<file path="src/rtl/rcsm_pkg.sv">
`timescale 1ns / 1ps
// ----------------------------------------------------------------------------
// rcsm_pkg
// Shared field widths, operation and status codes and control types of the
// reference-counted cache slot manager.
// ----------------------------------------------------------------------------
package rcsm_pkg;

    localparam int FUNC_W   = 1;
    localparam int KEY_W    = 16;
    localparam int SLOT_W   = 3;
    localparam int STATUS_W = 2;
    localparam int COUNT_W  = 16;

    localparam logic [COUNT_W-1:0] COUNT_MAX = 16'hFFFF;
    localparam logic [COUNT_W-1:0] COUNT_INC = 16'h0001;
    localparam logic [COUNT_W-1:0] COUNT_DEC = 16'hFFFF;

    localparam logic [FUNC_W-1:0] FUNC_LOCK    = 1'b0;
    localparam logic [FUNC_W-1:0] FUNC_RELEASE = 1'b1;

    localparam logic [STATUS_W-1:0] ST_OK       = 2'd0;
    localparam logic [STATUS_W-1:0] ST_NO_FREE  = 2'd1;
    localparam logic [STATUS_W-1:0] ST_NO_REF   = 2'd2;
    localparam logic [STATUS_W-1:0] ST_OVERFLOW = 2'd3;

    // Write controls from the sequencer to the slot store.
    typedef struct packed {
        logic wr_en;   // write the count of the addressed slot
        logic tag_en;  // also retag the slot with the new key
    } wr_ctl_t;

endpackage

</file>
<file path="src/rtl/rcsm_req_if.sv">
`timescale 1ns / 1ps
// ----------------------------------------------------------------------------
// rcsm_req_if
// Request channel: one lock or release item with a valid/ready handshake.
// ----------------------------------------------------------------------------
interface rcsm_req_if;
    import rcsm_pkg::*;

    logic                valid;
    logic                ready;
    logic [FUNC_W-1:0]   func;
    logic [KEY_W-1:0]    leaf_key;
    logic [SLOT_W-1:0]   slot_index;

    modport source (output valid, output func, output leaf_key, output slot_index,
                    input ready);
    modport sink   (input valid, input func, input leaf_key, input slot_index,
                    output ready);
endinterface

</file>
<file path="src/rtl/rcsm_rsp_if.sv">
`timescale 1ns / 1ps
// ----------------------------------------------------------------------------
// rcsm_rsp_if
// Response channel: one result item per request, valid/ready handshake.
// ----------------------------------------------------------------------------
interface rcsm_rsp_if;
    import rcsm_pkg::*;

    logic                valid;
    logic                ready;
    logic [SLOT_W-1:0]   slot;
    logic                fill_needed;
    logic [STATUS_W-1:0] status;

    modport source (output valid, output slot, output fill_needed, output status,
                    input ready);
    modport sink   (input valid, input slot, input fill_needed, input status,
                    output ready);
endinterface

</file>
<file path="src/rtl/rcsm_slot_store.sv">
`timescale 1ns / 1ps
// ----------------------------------------------------------------------------
// rcsm_slot_store
// Tag and count memories with one registered read port and one write port.
// A per-slot written flag stands in for the reset contents: a slot that was
// never written reads as an invalid tag with a zero count.
// ----------------------------------------------------------------------------
module rcsm_slot_store #(
    parameter int SLOTS    = 8,
    parameter int KEY_BITS = 16,
    parameter int IDX_W    = 3
) (
    input  logic                     clk,
    input  logic                     rst_n,
    input  logic [IDX_W-1:0]         rd_addr,
    output logic                     rd_valid,
    output logic [KEY_BITS-1:0]      rd_key,
    output logic [rcsm_pkg::COUNT_W-1:0] rd_count,
    input  rcsm_pkg::wr_ctl_t        wr_ctl,
    input  logic [IDX_W-1:0]         wr_addr,
    input  logic [KEY_BITS-1:0]      wr_key,
    input  logic [rcsm_pkg::COUNT_W-1:0] wr_count
);
    import rcsm_pkg::*;

    logic [KEY_BITS-1:0] tag_mem [SLOTS];
    logic [COUNT_W-1:0]  cnt_mem [SLOTS];
    logic [SLOTS-1:0]    written_reg;

    logic                rd_written_reg;
    logic [KEY_BITS-1:0] rd_key_reg;
    logic [COUNT_W-1:0]  rd_count_reg;

    always_ff @(posedge clk or negedge rst_n)
    begin
        if (!rst_n)
        begin
            written_reg <= '0;
        end
        else if (wr_ctl.wr_en)
        begin
            written_reg[wr_addr] <= 1'b1;
        end
    end

    always_ff @(posedge clk)
    begin
        if (wr_ctl.wr_en)
        begin
            cnt_mem[wr_addr] <= wr_count;
            if (wr_ctl.tag_en)
            begin
                tag_mem[wr_addr] <= wr_key;
            end
        end
        rd_written_reg <= written_reg[rd_addr];
        rd_key_reg     <= tag_mem[rd_addr];
        rd_count_reg   <= cnt_mem[rd_addr];
    end

    // Only a fill writes a slot for the first time, so a written slot always
    // holds a valid tag.
    assign rd_valid = rd_written_reg;
    assign rd_key   = rd_key_reg;
    assign rd_count = rd_written_reg ? rd_count_reg : '0;

endmodule

</file>
<file path="src/rtl/refcounted_cache_slot_manager.sv">
`timescale 1ns / 1ps
// ----------------------------------------------------------------------------
// refcounted_cache_slot_manager
// Tagged slot allocator with per-slot reference counts.
//
// Items arrive on the req channel and each gives exactly one result item on
// the rsp channel. A lock item (func 0) looks its key up among the slots,
// takes the first matching slot or else the first slot with a zero count
// (flagging a refill), and increments that slot's count. A release item
// (func 1) decrements the count of the named slot. Errors are reported in
// status and leave every slot untouched.
// One item is worked on at a time; req.ready is high only while idle. A lock
// scans the slots through the single read port of the slot store, one slot
// a cycle, then passes through a drain state and a decide state. A release
// reads the named slot and checks its count in the state after that read.
// Results sit in an output register; the next item is accepted while a
// result waits, but its own result is held back until rsp is free.
// Reset empties every slot at once: all tags invalid, all counts zero.
// ----------------------------------------------------------------------------
module refcounted_cache_slot_manager #(
    parameter int SLOTS    = 8,
    parameter int KEY_BITS = 16
) (
    input  logic          clk,
    input  logic          rst_n,
    rcsm_req_if.sink      req,
    rcsm_rsp_if.source    rsp
);
    import rcsm_pkg::*;

    localparam int IDX_W = (SLOTS > 1) ? $clog2(SLOTS) : 1;
    localparam logic [IDX_W-1:0] LAST_IDX = IDX_W'(SLOTS - 1);

    typedef enum logic [2:0] {
        S_IDLE,
        S_SCAN,
        S_DRAIN,
        S_DECIDE,
        S_REL_RD,
        S_REL_CHK
    } state_t;

    state_t              state_reg,   state_next;
    logic [FUNC_W-1:0]   func_reg,    func_next;
    logic [KEY_BITS-1:0] key_reg,     key_next;
    logic [SLOT_W-1:0]   idx_reg,     idx_next;
    logic [IDX_W-1:0]    scan_reg,    scan_next;
    logic                chk_vld_reg, chk_vld_next;
    logic [IDX_W-1:0]    chk_idx_reg, chk_idx_next;
    logic                hit_reg,     hit_next;
    logic [IDX_W-1:0]    hit_idx_reg, hit_idx_next;
    logic [COUNT_W-1:0]  hit_cnt_reg, hit_cnt_next;
    logic                free_reg,    free_next;
    logic [IDX_W-1:0]    free_idx_reg, free_idx_next;
    logic                out_valid_reg,  out_valid_next;
    logic [SLOT_W-1:0]   out_slot_reg,   out_slot_next;
    logic                out_fill_reg,   out_fill_next;
    logic [STATUS_W-1:0] out_status_reg, out_status_next;

    logic [IDX_W-1:0]    rd_addr;
    logic                rd_valid;
    logic [KEY_BITS-1:0] rd_key;
    logic [COUNT_W-1:0]  rd_count;
    wr_ctl_t             wr_ctl;
    logic [IDX_W-1:0]    wr_addr;
    logic [COUNT_W-1:0]  wr_count;

    logic [6:0]          idx_wide;
    logic [IDX_W-1:0]    rel_addr;
    logic                in_range;
    logic [IDX_W-1:0]    pick_idx;
    logic [6:0]          pick_wide;
    logic [COUNT_W-1:0]  pick_cnt;
    logic [COUNT_W-1:0]  cnt_src;
    logic [COUNT_W-1:0]  cnt_sum;
    logic                key_eq;
    logic                out_free;
    logic                load_out;

    rcsm_slot_store #(
        .SLOTS    (SLOTS),
        .KEY_BITS (KEY_BITS),
        .IDX_W    (IDX_W)
    ) u_store (
        .clk      (clk),
        .rst_n    (rst_n),
        .rd_addr  (rd_addr),
        .rd_valid (rd_valid),
        .rd_key   (rd_key),
        .rd_count (rd_count),
        .wr_ctl   (wr_ctl),
        .wr_addr  (wr_addr),
        .wr_key   (key_reg),
        .wr_count (wr_count)
    );

    assign idx_wide  = 7'(idx_reg);
    assign rel_addr  = idx_wide[IDX_W-1:0];
    assign in_range  = idx_wide < 7'(SLOTS);
    assign pick_idx  = hit_reg ? hit_idx_reg : free_idx_reg;
    assign pick_wide = 7'(pick_idx);
    // A fresh slot always starts from a zero count.
    assign pick_cnt  = hit_reg ? hit_cnt_reg : '0;

    // The one count adder, shared by lock and release.
    assign cnt_src   = (state_reg == S_REL_CHK) ? rd_count : pick_cnt;
    assign cnt_sum   = cnt_src + ((func_reg == FUNC_RELEASE) ? COUNT_DEC : COUNT_INC);
    assign wr_count  = cnt_sum;

    assign key_eq    = rd_valid && (rd_key == key_reg);
    assign out_free  = !out_valid_reg || rsp.ready;
    assign rd_addr   = ((state_reg == S_REL_RD) || (state_reg == S_REL_CHK))
                       ? rel_addr : scan_reg;

    always_comb
    begin
        state_next      = state_reg;
        func_next       = func_reg;
        key_next        = key_reg;
        idx_next        = idx_reg;
        scan_next       = scan_reg;
        chk_vld_next    = 1'b0;
        chk_idx_next    = chk_idx_reg;
        hit_next        = hit_reg;
        hit_idx_next    = hit_idx_reg;
        hit_cnt_next    = hit_cnt_reg;
        free_next       = free_reg;
        free_idx_next   = free_idx_reg;
        out_valid_next  = out_valid_reg && !rsp.ready;
        out_slot_next   = out_slot_reg;
        out_fill_next   = out_fill_reg;
        out_status_next = out_status_reg;
        wr_ctl          = '0;
        wr_addr         = pick_idx;
        load_out        = 1'b0;

        // Compare the slot read in the previous cycle against the key, and note the first slot with a zero count.
        if (chk_vld_reg)
        begin
            if (key_eq && !hit_reg)
            begin
                hit_next     = 1'b1;
                hit_idx_next = chk_idx_reg;
                hit_cnt_next = rd_count;
            end
            if ((rd_count == '0) && !free_reg)
            begin
                free_next     = 1'b1;
                free_idx_next = chk_idx_reg;
            end
        end

        case (state_reg)
            S_IDLE:
            begin
                if (req.valid)
                begin
                    func_next = req.func;
                    key_next  = KEY_BITS'(req.leaf_key);
                    idx_next  = req.slot_index;
                    scan_next = '0;
                    hit_next  = 1'b0;
                    free_next = 1'b0;
                    state_next = (req.func == FUNC_RELEASE) ? S_REL_RD : S_SCAN;
                end
            end
            S_SCAN:
            begin
                chk_vld_next = 1'b1;
                chk_idx_next = scan_reg;
                if (scan_reg == LAST_IDX)
                begin
                    state_next = S_DRAIN;
                end
                else
                begin
                    scan_next = scan_reg + 1'b1;
                end
            end
            S_DRAIN:
            begin
                state_next = S_DECIDE;
            end
            S_DECIDE:
            begin
                if (out_free)
                begin
                    load_out   = 1'b1;
                    state_next = S_IDLE;
                    out_fill_next = 1'b0;
                    if (!hit_reg && !free_reg)
                    begin
                        out_slot_next   = '0;
                        out_status_next = ST_NO_FREE;
                    end
                    else if (pick_cnt == COUNT_MAX)
                    begin
                        out_slot_next   = pick_wide[SLOT_W-1:0];
                        out_status_next = ST_OVERFLOW;
                    end
                    else
                    begin
                        wr_ctl.wr_en    = 1'b1;
                        wr_ctl.tag_en   = !hit_reg;
                        out_slot_next   = pick_wide[SLOT_W-1:0];
                        out_fill_next   = !hit_reg;
                        out_status_next = ST_OK;
                    end
                end
            end
            S_REL_RD:
            begin
                state_next = S_REL_CHK;
            end
            S_REL_CHK:
            begin
                wr_addr = rel_addr;
                if (out_free)
                begin
                    load_out      = 1'b1;
                    state_next    = S_IDLE;
                    out_slot_next = idx_reg;
                    out_fill_next = 1'b0;
                    if (!in_range || (rd_count == '0))
                    begin
                        out_status_next = ST_NO_REF;
                    end
                    else
                    begin
                        wr_ctl.wr_en    = 1'b1;
                        out_status_next = ST_OK;
                    end
                end
            end
            default:
            begin
                state_next = S_IDLE;
            end
        endcase

        if (load_out)
        begin
            out_valid_next = 1'b1;
        end
    end

    always_ff @(posedge clk or negedge rst_n)
    begin
        if (!rst_n)
        begin
            state_reg      <= S_IDLE;
            func_reg       <= FUNC_LOCK;
            key_reg        <= '0;
            idx_reg        <= '0;
            scan_reg       <= '0;
            chk_vld_reg    <= 1'b0;
            chk_idx_reg    <= '0;
            hit_reg        <= 1'b0;
            hit_idx_reg    <= '0;
            hit_cnt_reg    <= '0;
            free_reg       <= 1'b0;
            free_idx_reg   <= '0;
            out_valid_reg  <= 1'b0;
            out_slot_reg   <= '0;
            out_fill_reg   <= 1'b0;
            out_status_reg <= ST_OK;
        end
        else
        begin
            state_reg      <= state_next;
            func_reg       <= func_next;
            key_reg        <= key_next;
            idx_reg        <= idx_next;
            scan_reg       <= scan_next;
            chk_vld_reg    <= chk_vld_next;
            chk_idx_reg    <= chk_idx_next;
            hit_reg        <= hit_next;
            hit_idx_reg    <= hit_idx_next;
            hit_cnt_reg    <= hit_cnt_next;
            free_reg       <= free_next;
            free_idx_reg   <= free_idx_next;
            out_valid_reg  <= out_valid_next;
            out_slot_reg   <= out_slot_next;
            out_fill_reg   <= out_fill_next;
            out_status_reg <= out_status_next;
        end
    end

    assign req.ready       = (state_reg == S_IDLE);
    assign rsp.valid       = out_valid_reg;
    assign rsp.slot        = out_slot_reg;
    assign rsp.fill_needed = out_fill_reg;
    assign rsp.status      = out_status_reg;

    // Slot state changes only together with the result that reports it.
    a_write_with_result: assert property (@(posedge clk) disable iff (!rst_n)
        wr_ctl.wr_en |=> rsp.valid)
        else $error("slot store written without a result item");

    // A retag belongs to a lock, never to a release.
    a_tag_on_lock: assert property (@(posedge clk) disable iff (!rst_n)
        wr_ctl.tag_en |-> (wr_ctl.wr_en && (func_reg == FUNC_LOCK)))
        else $error("slot retagged outside a lock");

    // An accepted item keeps the block busy for at least the next cycle.
    a_busy_after_accept: assert property (@(posedge clk) disable iff (!rst_n)
        (req.valid && req.ready) |=> !req.ready)
        else $error("item accepted while the previous one is in flight");

    // A refill is only ever requested with a successful lock.
    a_fill_is_ok: assert property (@(posedge clk) disable iff (!rst_n)
        (rsp.valid && rsp.fill_needed) |-> (rsp.status == ST_OK))
        else $error("refill flagged on an error result");

endmodule
</file>
<file path="src/flat_wrapper.sv">
// flat-port wrapper written by rule: the top's interface ports become plain ports
module refcounted_cache_slot_manager_flat import rcsm_pkg::*;
#(
    parameter int SLOTS    = 8,
    parameter int KEY_BITS = 16
)
  (clk, rst_n, req_valid, req_func, req_leaf_key, req_slot_index, req_ready, rsp_valid, rsp_slot, rsp_fill_needed, rsp_status, rsp_ready);
  rcsm_req_if req_i ();
  rcsm_rsp_if rsp_i ();
  input  logic clk;
  input  logic rst_n;
  input wire logic [$bits(req_i.valid)-1:0] req_valid;
  input wire logic [$bits(req_i.func)-1:0] req_func;
  input wire logic [$bits(req_i.leaf_key)-1:0] req_leaf_key;
  input wire logic [$bits(req_i.slot_index)-1:0] req_slot_index;
  output wire logic [$bits(req_i.ready)-1:0] req_ready;
  output wire logic [$bits(rsp_i.valid)-1:0] rsp_valid;
  output wire logic [$bits(rsp_i.slot)-1:0] rsp_slot;
  output wire logic [$bits(rsp_i.fill_needed)-1:0] rsp_fill_needed;
  output wire logic [$bits(rsp_i.status)-1:0] rsp_status;
  input wire logic [$bits(rsp_i.ready)-1:0] rsp_ready;
  assign req_i.valid = req_valid;
  assign req_i.func = req_func;
  assign req_i.leaf_key = req_leaf_key;
  assign req_i.slot_index = req_slot_index;
  assign req_ready = req_i.ready;
  assign rsp_valid = rsp_i.valid;
  assign rsp_slot = rsp_i.slot;
  assign rsp_fill_needed = rsp_i.fill_needed;
  assign rsp_status = rsp_i.status;
  assign rsp_i.ready = rsp_ready;
  refcounted_cache_slot_manager #(.SLOTS(SLOTS), .KEY_BITS(KEY_BITS)) u_core (.clk(clk), .rst_n(rst_n), .req(req_i), .rsp(rsp_i));
endmodule
</file>
<file path="config.mk">
export PLATFORM = sky130hd
export DESIGN_NAME = refcounted_cache_slot_manager_flat
export DESIGN_NICKNAME = d
export VERILOG_FILES = /design/src/rtl/rcsm_pkg.sv /design/src/rtl/rcsm_req_if.sv /design/src/rtl/rcsm_rsp_if.sv /design/src/rtl/rcsm_slot_store.sv /design/src/rtl/refcounted_cache_slot_manager.sv /design/src/flat_wrapper.sv
export SDC_FILE = /design/constraint.sdc
export NUM_CORES = 1
export LEC_CHECK = 0
export BUFFER_PORTS_ARGS = -buffer_cell sky130_fd_sc_hd__clkbuf_2
export CAP_MARGIN = 5
export CELL_PAD_IN_SITES_DETAIL_PLACEMENT = 0
export CELL_PAD_IN_SITES_GLOBAL_PLACEMENT = 1
export CORE_ASPECT_RATIO = 1.2
export CORE_UTILIZATION = 31
export DETAILED_ROUTE_END_ITERATION = 7
export PLACE_DENSITY_LB_ADDON = 0.2
export SETUP_SLACK_MARGIN = 0.3
export SYNTH_ARGS = -nofsm -noshare
export SYNTH_HDL_FRONTEND = slang
export SYNTH_SLANG_ARGS = --single-unit
</file>
<file path="constraint.sdc">
create_clock -name clk -period 3.4 [get_ports clk]
set_input_delay 0.17 -clock clk [delete_from_list [all_inputs] [get_ports clk]]
set_output_delay 0.17 -clock clk [all_outputs]
set_load 0.03 [all_outputs]
</file>
==> results.cfg, run 1 <==
[status]
run_status = finished clean

[synth]
yosys.area.top_type = edfxtp_1
synth_flop_cell = edfxtp_1
synth_top_cell_area_share_pct = 52.5
synth.yosys.seq_area_share_pct = 68.8
ys_types = 57
synth_edf_count = 256
syn_inst = 909
synth_commonest_cells = 256 x edfxtp_1, 104 x nand2_1, 69 x dfrtp_1
synth.ff_latch_count = 358
syn_area_sq_mm = 0.0146
synth.most_common_cell = edfxtp_1
syn_nets = 952
synth_area_per_cell_sq_um = 16.1
yosys_warnings = 0
async_flop_share_pct = 19.3
synth_area_leaders = edfxtp_1 52%, dfrtp_1 12%, mux4_2 10%, dfxtp_1 4.5%, mux2_2 3.0%

[clocking]
cts_sinks = 358
cts_max_level = 2
clk_path_buf_depth = 3
cts_buffers = 39
cts-root-buf = clkbuf_16
clkTransAtPathRegs_ps = 60
cts_tree = yes
clock_latency_ps = 550

[setup_path]
rr_startpoint = u_core.state_reg[1]
critPathLaunchType = register
reg2reg_depth = 11
r2r-end = u_core.u_store.cnt_mem[7][12]
crit_end = u_core.u_store.cnt_mem[7][12]
path_cells = nand3b_1 > buf_12 > o21ai_0 > inv_1 > fa_1 > nor2b_1 > o21bai_1 > a31oi_4 > a31oi_1 > xnor2_2 > buf_4
worstPathMaxFanout = 36
setup.worst_path.class = reg2reg
end_kind = register
rrSetupSlack_ps = 460
startpoint = u_core.state_reg[1]
cpMaxStageDelayCell = fa_1
required_ps = 3690
cp_slowest_stage_delay_ps = 410
critPathArrivalTime_ps = 3220

[sta]
drv_slew = 0
fmax_mhz = 341
hold_viol = 0
rsz0062_at_grt = true
relSlewSlack_pct = 30.0
final.min_clock_period_ps = 2940
hold_ws_ps = 96.1
fin_worst_skew_ps = 17.2
worst_pin_slew_ps = 1050
setup_violations = 0
min_period_over_period_pct = 86.4
setup_tns_ps = 0

[floorplanning]
core_sq_mm = 0.0463
start_util_pct = 31.7
placementRows = 86
die_w_um = 200
die_y_um = 240
pin_count = 32
die_area_sq_mm = 0.0481

[route]
vias_per_cell = 4.78
dr.first_iter.drc_count = 382
drc_errors = 0
num_vias = 7916
routed_wirelength_mm = 34.4
detail-route-antenna-nets = 0
routedWlPerCell_um = 20.8
drt-pass1-iter-count = 4

[placed_design]
gp_congestion = 0.750
dpl.hpwl_mm = 21.0
dp.cells = 1558
io_buffer_count = 31

[global_route]
antenna_found_initial = 0
overflow = 0
grt_usage_pct = 14.6
grt_pass1_wl_mm = 52.4
grt_start_max_net_pins = 70
grt_pass1_vias = 8249

[layout]
finish.utilization_pct = 37.6
n_antenna_cell = 0
fillers = 4395
reg_top3 = u_core.u_store.cnt_mem: 128 flops, u_core.u_store.tag_mem: 128 flops
final_nets = 1053
fin_cells = 1656
drive_above_1_share_pct = 26.3
area_growth_pct = 18.9

[hold_path]
min_path_type = in2reg

[power]
power.density_mw_per_mm2 = 891
leakagePower_nw = 6.30
peakVddDrop_mv = 0.381

[run]
drv_cap = 0
-- worst min-delay path by stage --
stage / endpoint / depth (start not counted) / from
4_1_cts: u_core.state_reg[0] / 4 / req_valid
5_1_grt: u_core.state_reg[0] / 4 / req_valid
3_5_place_dp: u_core.idx_reg[2] / 3 / req_slot_index[2]
2_1_floorplan: u_core.chk_idx_reg[0] / 0 / rst_n
6_report: u_core.state_reg[0] / 4 / req_valid
3_3_place_gp: u_core.key_reg[1] / 3 / req_leaf_key[1]
-- metrics by stage --
| stage | worst slack (ps) | area (sq um) | total power [W] |
|---|---|---|---|
| floorplan | 335 | 14700 | 0.00982 |
| global placement | 210 | 15900 | 0.0116 |
| detailed placement | 120 | 15900 | 0.0117 |
| CTS | 287 | 17300 | 0.0157 |
| global route | 262 | 17400 | 0.0164 |
| finish | 463 | 17400 | 0.0155 |
-- logic make-up after synthesis --
family	after synthesis	synth area share [%]
buf+inv	72	2.22
flops	358	68.8
compound gates	95	4.16
xor+xnor	30	1.79
simple gates	202	6.28
fa+ha+maj	20	1.74
mux	132	15.0
-- power breakdown --
part / switching [W] / internal (W) / total (W)
Clock: 0.00171 / 0.00226 / 0.00396
Combinational: 0.00277 / 0.00239 / 0.00516
Sequential: 0.000569 / 0.00584 / 0.00640
-- routing by layer --
metal  vias up  share of wire, %  track usage, %
met5         -                 0               0
met3        49               3.1            2.14
met2       117                51            25.9
met1      4084                44            18.4
met4         0               2.1            4.65
li1       3666                 -               -
-- critical path, delay by kind of cell, from the launching register on --
| kind | cells | cell delay, ps |
|---|---|---|
| compound gates | 4 | 880 |
| buf+inv | 3 | 450 |
| fa+ha+maj | 1 | 410 |
| simple gates | 2 | 390 |
| flops | 1 | 380 |
| xor+xnor | 1 | 160 |
-- cell type report --
cell class	instances	area, sq um	share of cell area [%]
sequential	358	10100	57.8
multi-input combinational	479	4430	25.4
clock buffer	57	1100	6.34
timing repair buffer	102	846	4.86
tap	616	771	4.42
inverter	30	113	0.646
clock inverter	14	77.6	0.445
-- layout by cell type (no fill, tap or decap), types with 4 or more instances in the layout --
| cell | n |
|---|---|
| xnor2_2 | 5 |
| nand3b_1 | 4 |
| xnor2_1 | 6 |
| clkbuf_2 | 30 |
| xor2_1 | 16 |
| nor4_1 | 4 |
| dlygate4sd3_1 | 22 |
| o31ai_1 | 7 |
| nor2_1 | 17 |
| mux4_2 | 66 |
| nand3_1 | 18 |
| edfxtp_1 | 256 |
| a31oi_1 | 5 |
| a21oi_1 | 17 |
| o21ai_0 | 29 |
| clkbuf_8 | 4 |
| or4_1 | 4 |
| mux2i_1 | 21 |
| clkbuf_16 | 40 |
| dfrtp_1 | 69 |
| and2_1 | 4 |
| dfxtp_1 | 33 |
| nand2_1 | 104 |
| nor2_2 | 11 |
| o21bai_1 | 6 |
| nor3_1 | 6 |
| nand4_1 | 8 |
| clkinv_1 | 8 |
| mux2_2 | 39 |
| clkbuf_1 | 13 |
| ha_1 | 18 |
| nor3_2 | 7 |
| buf_12 | 8 |
| buf_4 | 42 |
| nor2b_1 | 4 |
| inv_1 | 30 |
| a21o_1 | 5 |
-- repair_timing --
item	4_1_cts	5_1_grt
pin swaps	1	4
endpoints found under the hold margin	92	0
hold buffers	22	0
endpoints found under the setup margin	40	80
buffers inserted	1	4
resized for setup	5	6
(Power assumes the default switching activity.)
==> inputs of run 2 (changes only) <==
--- a/config.mk
+++ b/config.mk
@@ -9,7 +9,7 @@
 export CAP_MARGIN = 5
 export CELL_PAD_IN_SITES_DETAIL_PLACEMENT = 0
 export CELL_PAD_IN_SITES_GLOBAL_PLACEMENT = 1
-export CORE_ASPECT_RATIO = 1.2
+export CORE_ASPECT_RATIO = 1.4
 export CORE_UTILIZATION = 31
 export DETAILED_ROUTE_END_ITERATION = 7
 export PLACE_DENSITY_LB_ADDON = 0.2
==> constraint.sdc (replaced) <==
create_clock -name clk -period 2.8 [get_ports clk]
set_input_delay 0.14 -clock clk [delete_from_list [all_inputs] [get_ports clk]]
set_output_delay 0.14 -clock clk [all_outputs]
set_load 0.03 [all_outputs]
==> run 2 against run 1 <==
Worst hold slack got worse by 29 ps; sequential share of layout area fell by 4.2 points; power rose by 32%; critical path depth rose by 2; clock skew fell by 2.9 ps; via count rose by 3.7%; flip-flop and latch count did not move; global-route usage rose by 0.83 points; combinational power rose by 47%; first-iteration DRC count rose by 0.26%; clock power rose by 27%; critical endpoint is now u_core.u_store.cnt_mem[4][15]; largest power group unchanged.
==> results.cfg, run 2 (synthesis results as in run 1) <==
[status]
run_status = finished clean

[setup_path]
critPathLaunchType = register
end_kind = register
worstPathMaxFanout = 8
required_ps = 3080
critPathArrivalTime_ps = 3000
setup.worst_path.class = reg2reg
rrSetupSlack_ps = 80
r2r-end = u_core.u_store.cnt_mem[4][15]
rr_startpoint = u_core.state_reg[1]
reg2reg_depth = 13

[clocking]
cts_sinks = 358
cts_tree = yes
cts_max_level = 2
clk_path_buf_depth = 3
cts_buffers = 39
clock_latency_ps = 540
cts-root-buf = clkbuf_16
clkTransAtPathRegs_ps = 60

[global_route]
grt_pass1_wl_mm = 54.6
grt_start_max_net_pins = 70
grt_usage_pct = 15.5
overflow = 0
antenna_found_initial = 0
grt_pass1_vias = 8859

[power]
leakagePower_nw = 6.83
clkPwrFrac_pct = 24.6
power.density_mw_per_mm2 = 1090
peakVddDrop_mv = 0.545
finalPower_w = 0.0204
power_frac_comb_pct = 37.2
p_switching_w = 0.00666
intPower_w = 0.0138
swShare_pct = 32.6
sequentialPowerShare_pct = 38.1

[layout]
drive_above_1_share_pct = 37.0
area_growth_pct = 28.3
mostFrequentLayoutCell = edfxtp_1
reg_top3 = u_core.u_store.cnt_mem: 128 flops, u_core.u_store.tag_mem: 128 flops
final_cell_area_sq_mm = 0.0188
final_nets = 1118
n_antenna_cell = 0
fillers = 4327
final_cell_mix = 256 x edfxtp_1, 100 x nand2_1, 77 x buf_4, 69 x dfrtp_1, 66 x mux4_2

[placed_design]
io_buffer_count = 31
dpl.hpwl_mm = 22.4
placed_area_sq_mm = 0.0166
gp_congestion = 0.833

[floorplanning]
placementRows = 93
start_util_pct = 31.6
core_sq_mm = 0.0463
die_w_um = 186
pin_count = 32
die_y_um = 259
die_area_sq_mm = 0.0481

[route]
detail-route-antenna-nets = 0
dr.first_iter.drc_count = 383
routedWlPerCell_um = 21.1
num_vias = 8207
drc_errors = 0
routed_wirelength_mm = 36.4
vias_per_cell = 4.76
drt-pass1-iter-count = 5

[run]
drv_cap = 0

[sta]
min_period_over_period_pct = 97.2
hold_ws_ps = 67.4
hold_viol = 0
fmax_mhz = 367
relSlewSlack_pct = 32.0
final.min_clock_period_ps = 2720
worst_pin_slew_ps = 1020
drv_slew = 0
fin_worst_skew_ps = 14.2
rsz0062_at_grt = true
setup_tns_ps = 0
setup_violations = 0

[hold_path]
worst_hold_path.num_cells = 4
hold_end = u_core.state_reg[0]
min_path_type = in2reg
min_from = req_valid
[run 2: layer usage]
| layer | global-route usage (%) | part of all wire [%] | up-vias |
|---|---|---|---|
| li1 | - | - | 3793 |
| met1 | 17.9 | 39 | 4243 |
| met2 | 28.9 | 55 | 112 |
| met3 | 2.16 | 3.1 | 59 |
| met4 | 4.94 | 2.6 | 0 |
| met5 | 0 | 0 | - |
[run 2: repair_timing]
action	4_1_cts	5_1_grt
resized for setup	51	50
cloned	1	3
hold buffers	22	0
setup buffers	15	4
endpoints found under the setup margin	258	261
pin swaps	31	32
endpoints found under the hold margin	92	0
[run 2: power by group through the flow]
stage	Combinational (W)	Sequential [W]	Clock, W
after floorplan	0.00448	0.00766	0
after global placement	0.00685	0.00789	0
after detailed placement	0.00686	0.00790	0
after CTS	0.00733	0.00780	0.00519
after global routing	0.00827	0.00788	0.00537
final	0.00761	0.00779	0.00503
[run 2: cell type report]
class | count | area [sq um] | area share, %
clock buffers | 54 | 1090 | 5.83
well taps | 617 | 772 | 4.11
flip-flops and latches | 358 | 10100 | 53.6
inverters | 30 | 113 | 0.599
multi-input cells | 479 | 4950 | 26.3
repair buffers | 167 | 1640 | 8.71
clock inverters | 18 | 156 | 0.832
[run 2: metrics by stage]
step                utilization, %  setup slack (ps)  instances
finish                        40.6              77.6       1723
global route                  40.6             -85.9       1723
CTS                           39.8              42.6       1716
detailed placement            35.8              -156       1606
global placement              35.8             -66.1       1606
floorplan                        -              -131        909
[run 2: critical path, stage by stage (launching register included)]
cell and delay [ps]:
dfrtp_1 370, nand3b_1 240, buf_6 200, nand3_1 80, o21ai_1 60, ha_1 310
nand4_1 110, mux2i_2 240, buf_4 190, o31ai_4 80, buf_6 140, o31ai_4 190
xnor2_2 90, buf_6 150
[run 2: worst max path at each step]
| stage | from | to | slack, ps | cells past startpoint |
|---|---|---|---|---|
| 3_3_place_gp | u_core.state_reg[1] | u_core.u_store.cnt_mem[7][15] | -70 | 11 |
| 5_1_grt | u_core.state_reg[1] | u_core.u_store.cnt_mem[5][15] | -90 | 13 |
| 6_report | u_core.state_reg[1] | u_core.u_store.cnt_mem[4][15] | 80 | 13 |
| 4_1_cts | u_core.state_reg[1] | u_core.u_store.cnt_mem[4][15] | 40 | 13 |
| 3_5_place_dp | u_core.state_reg[1] | u_core.u_store.cnt_mem[2][11] | -160 | 11 |
| 2_1_floorplan | u_core.state_reg[2] | u_core.u_store.cnt_mem[2][0] | -130 | 7 |
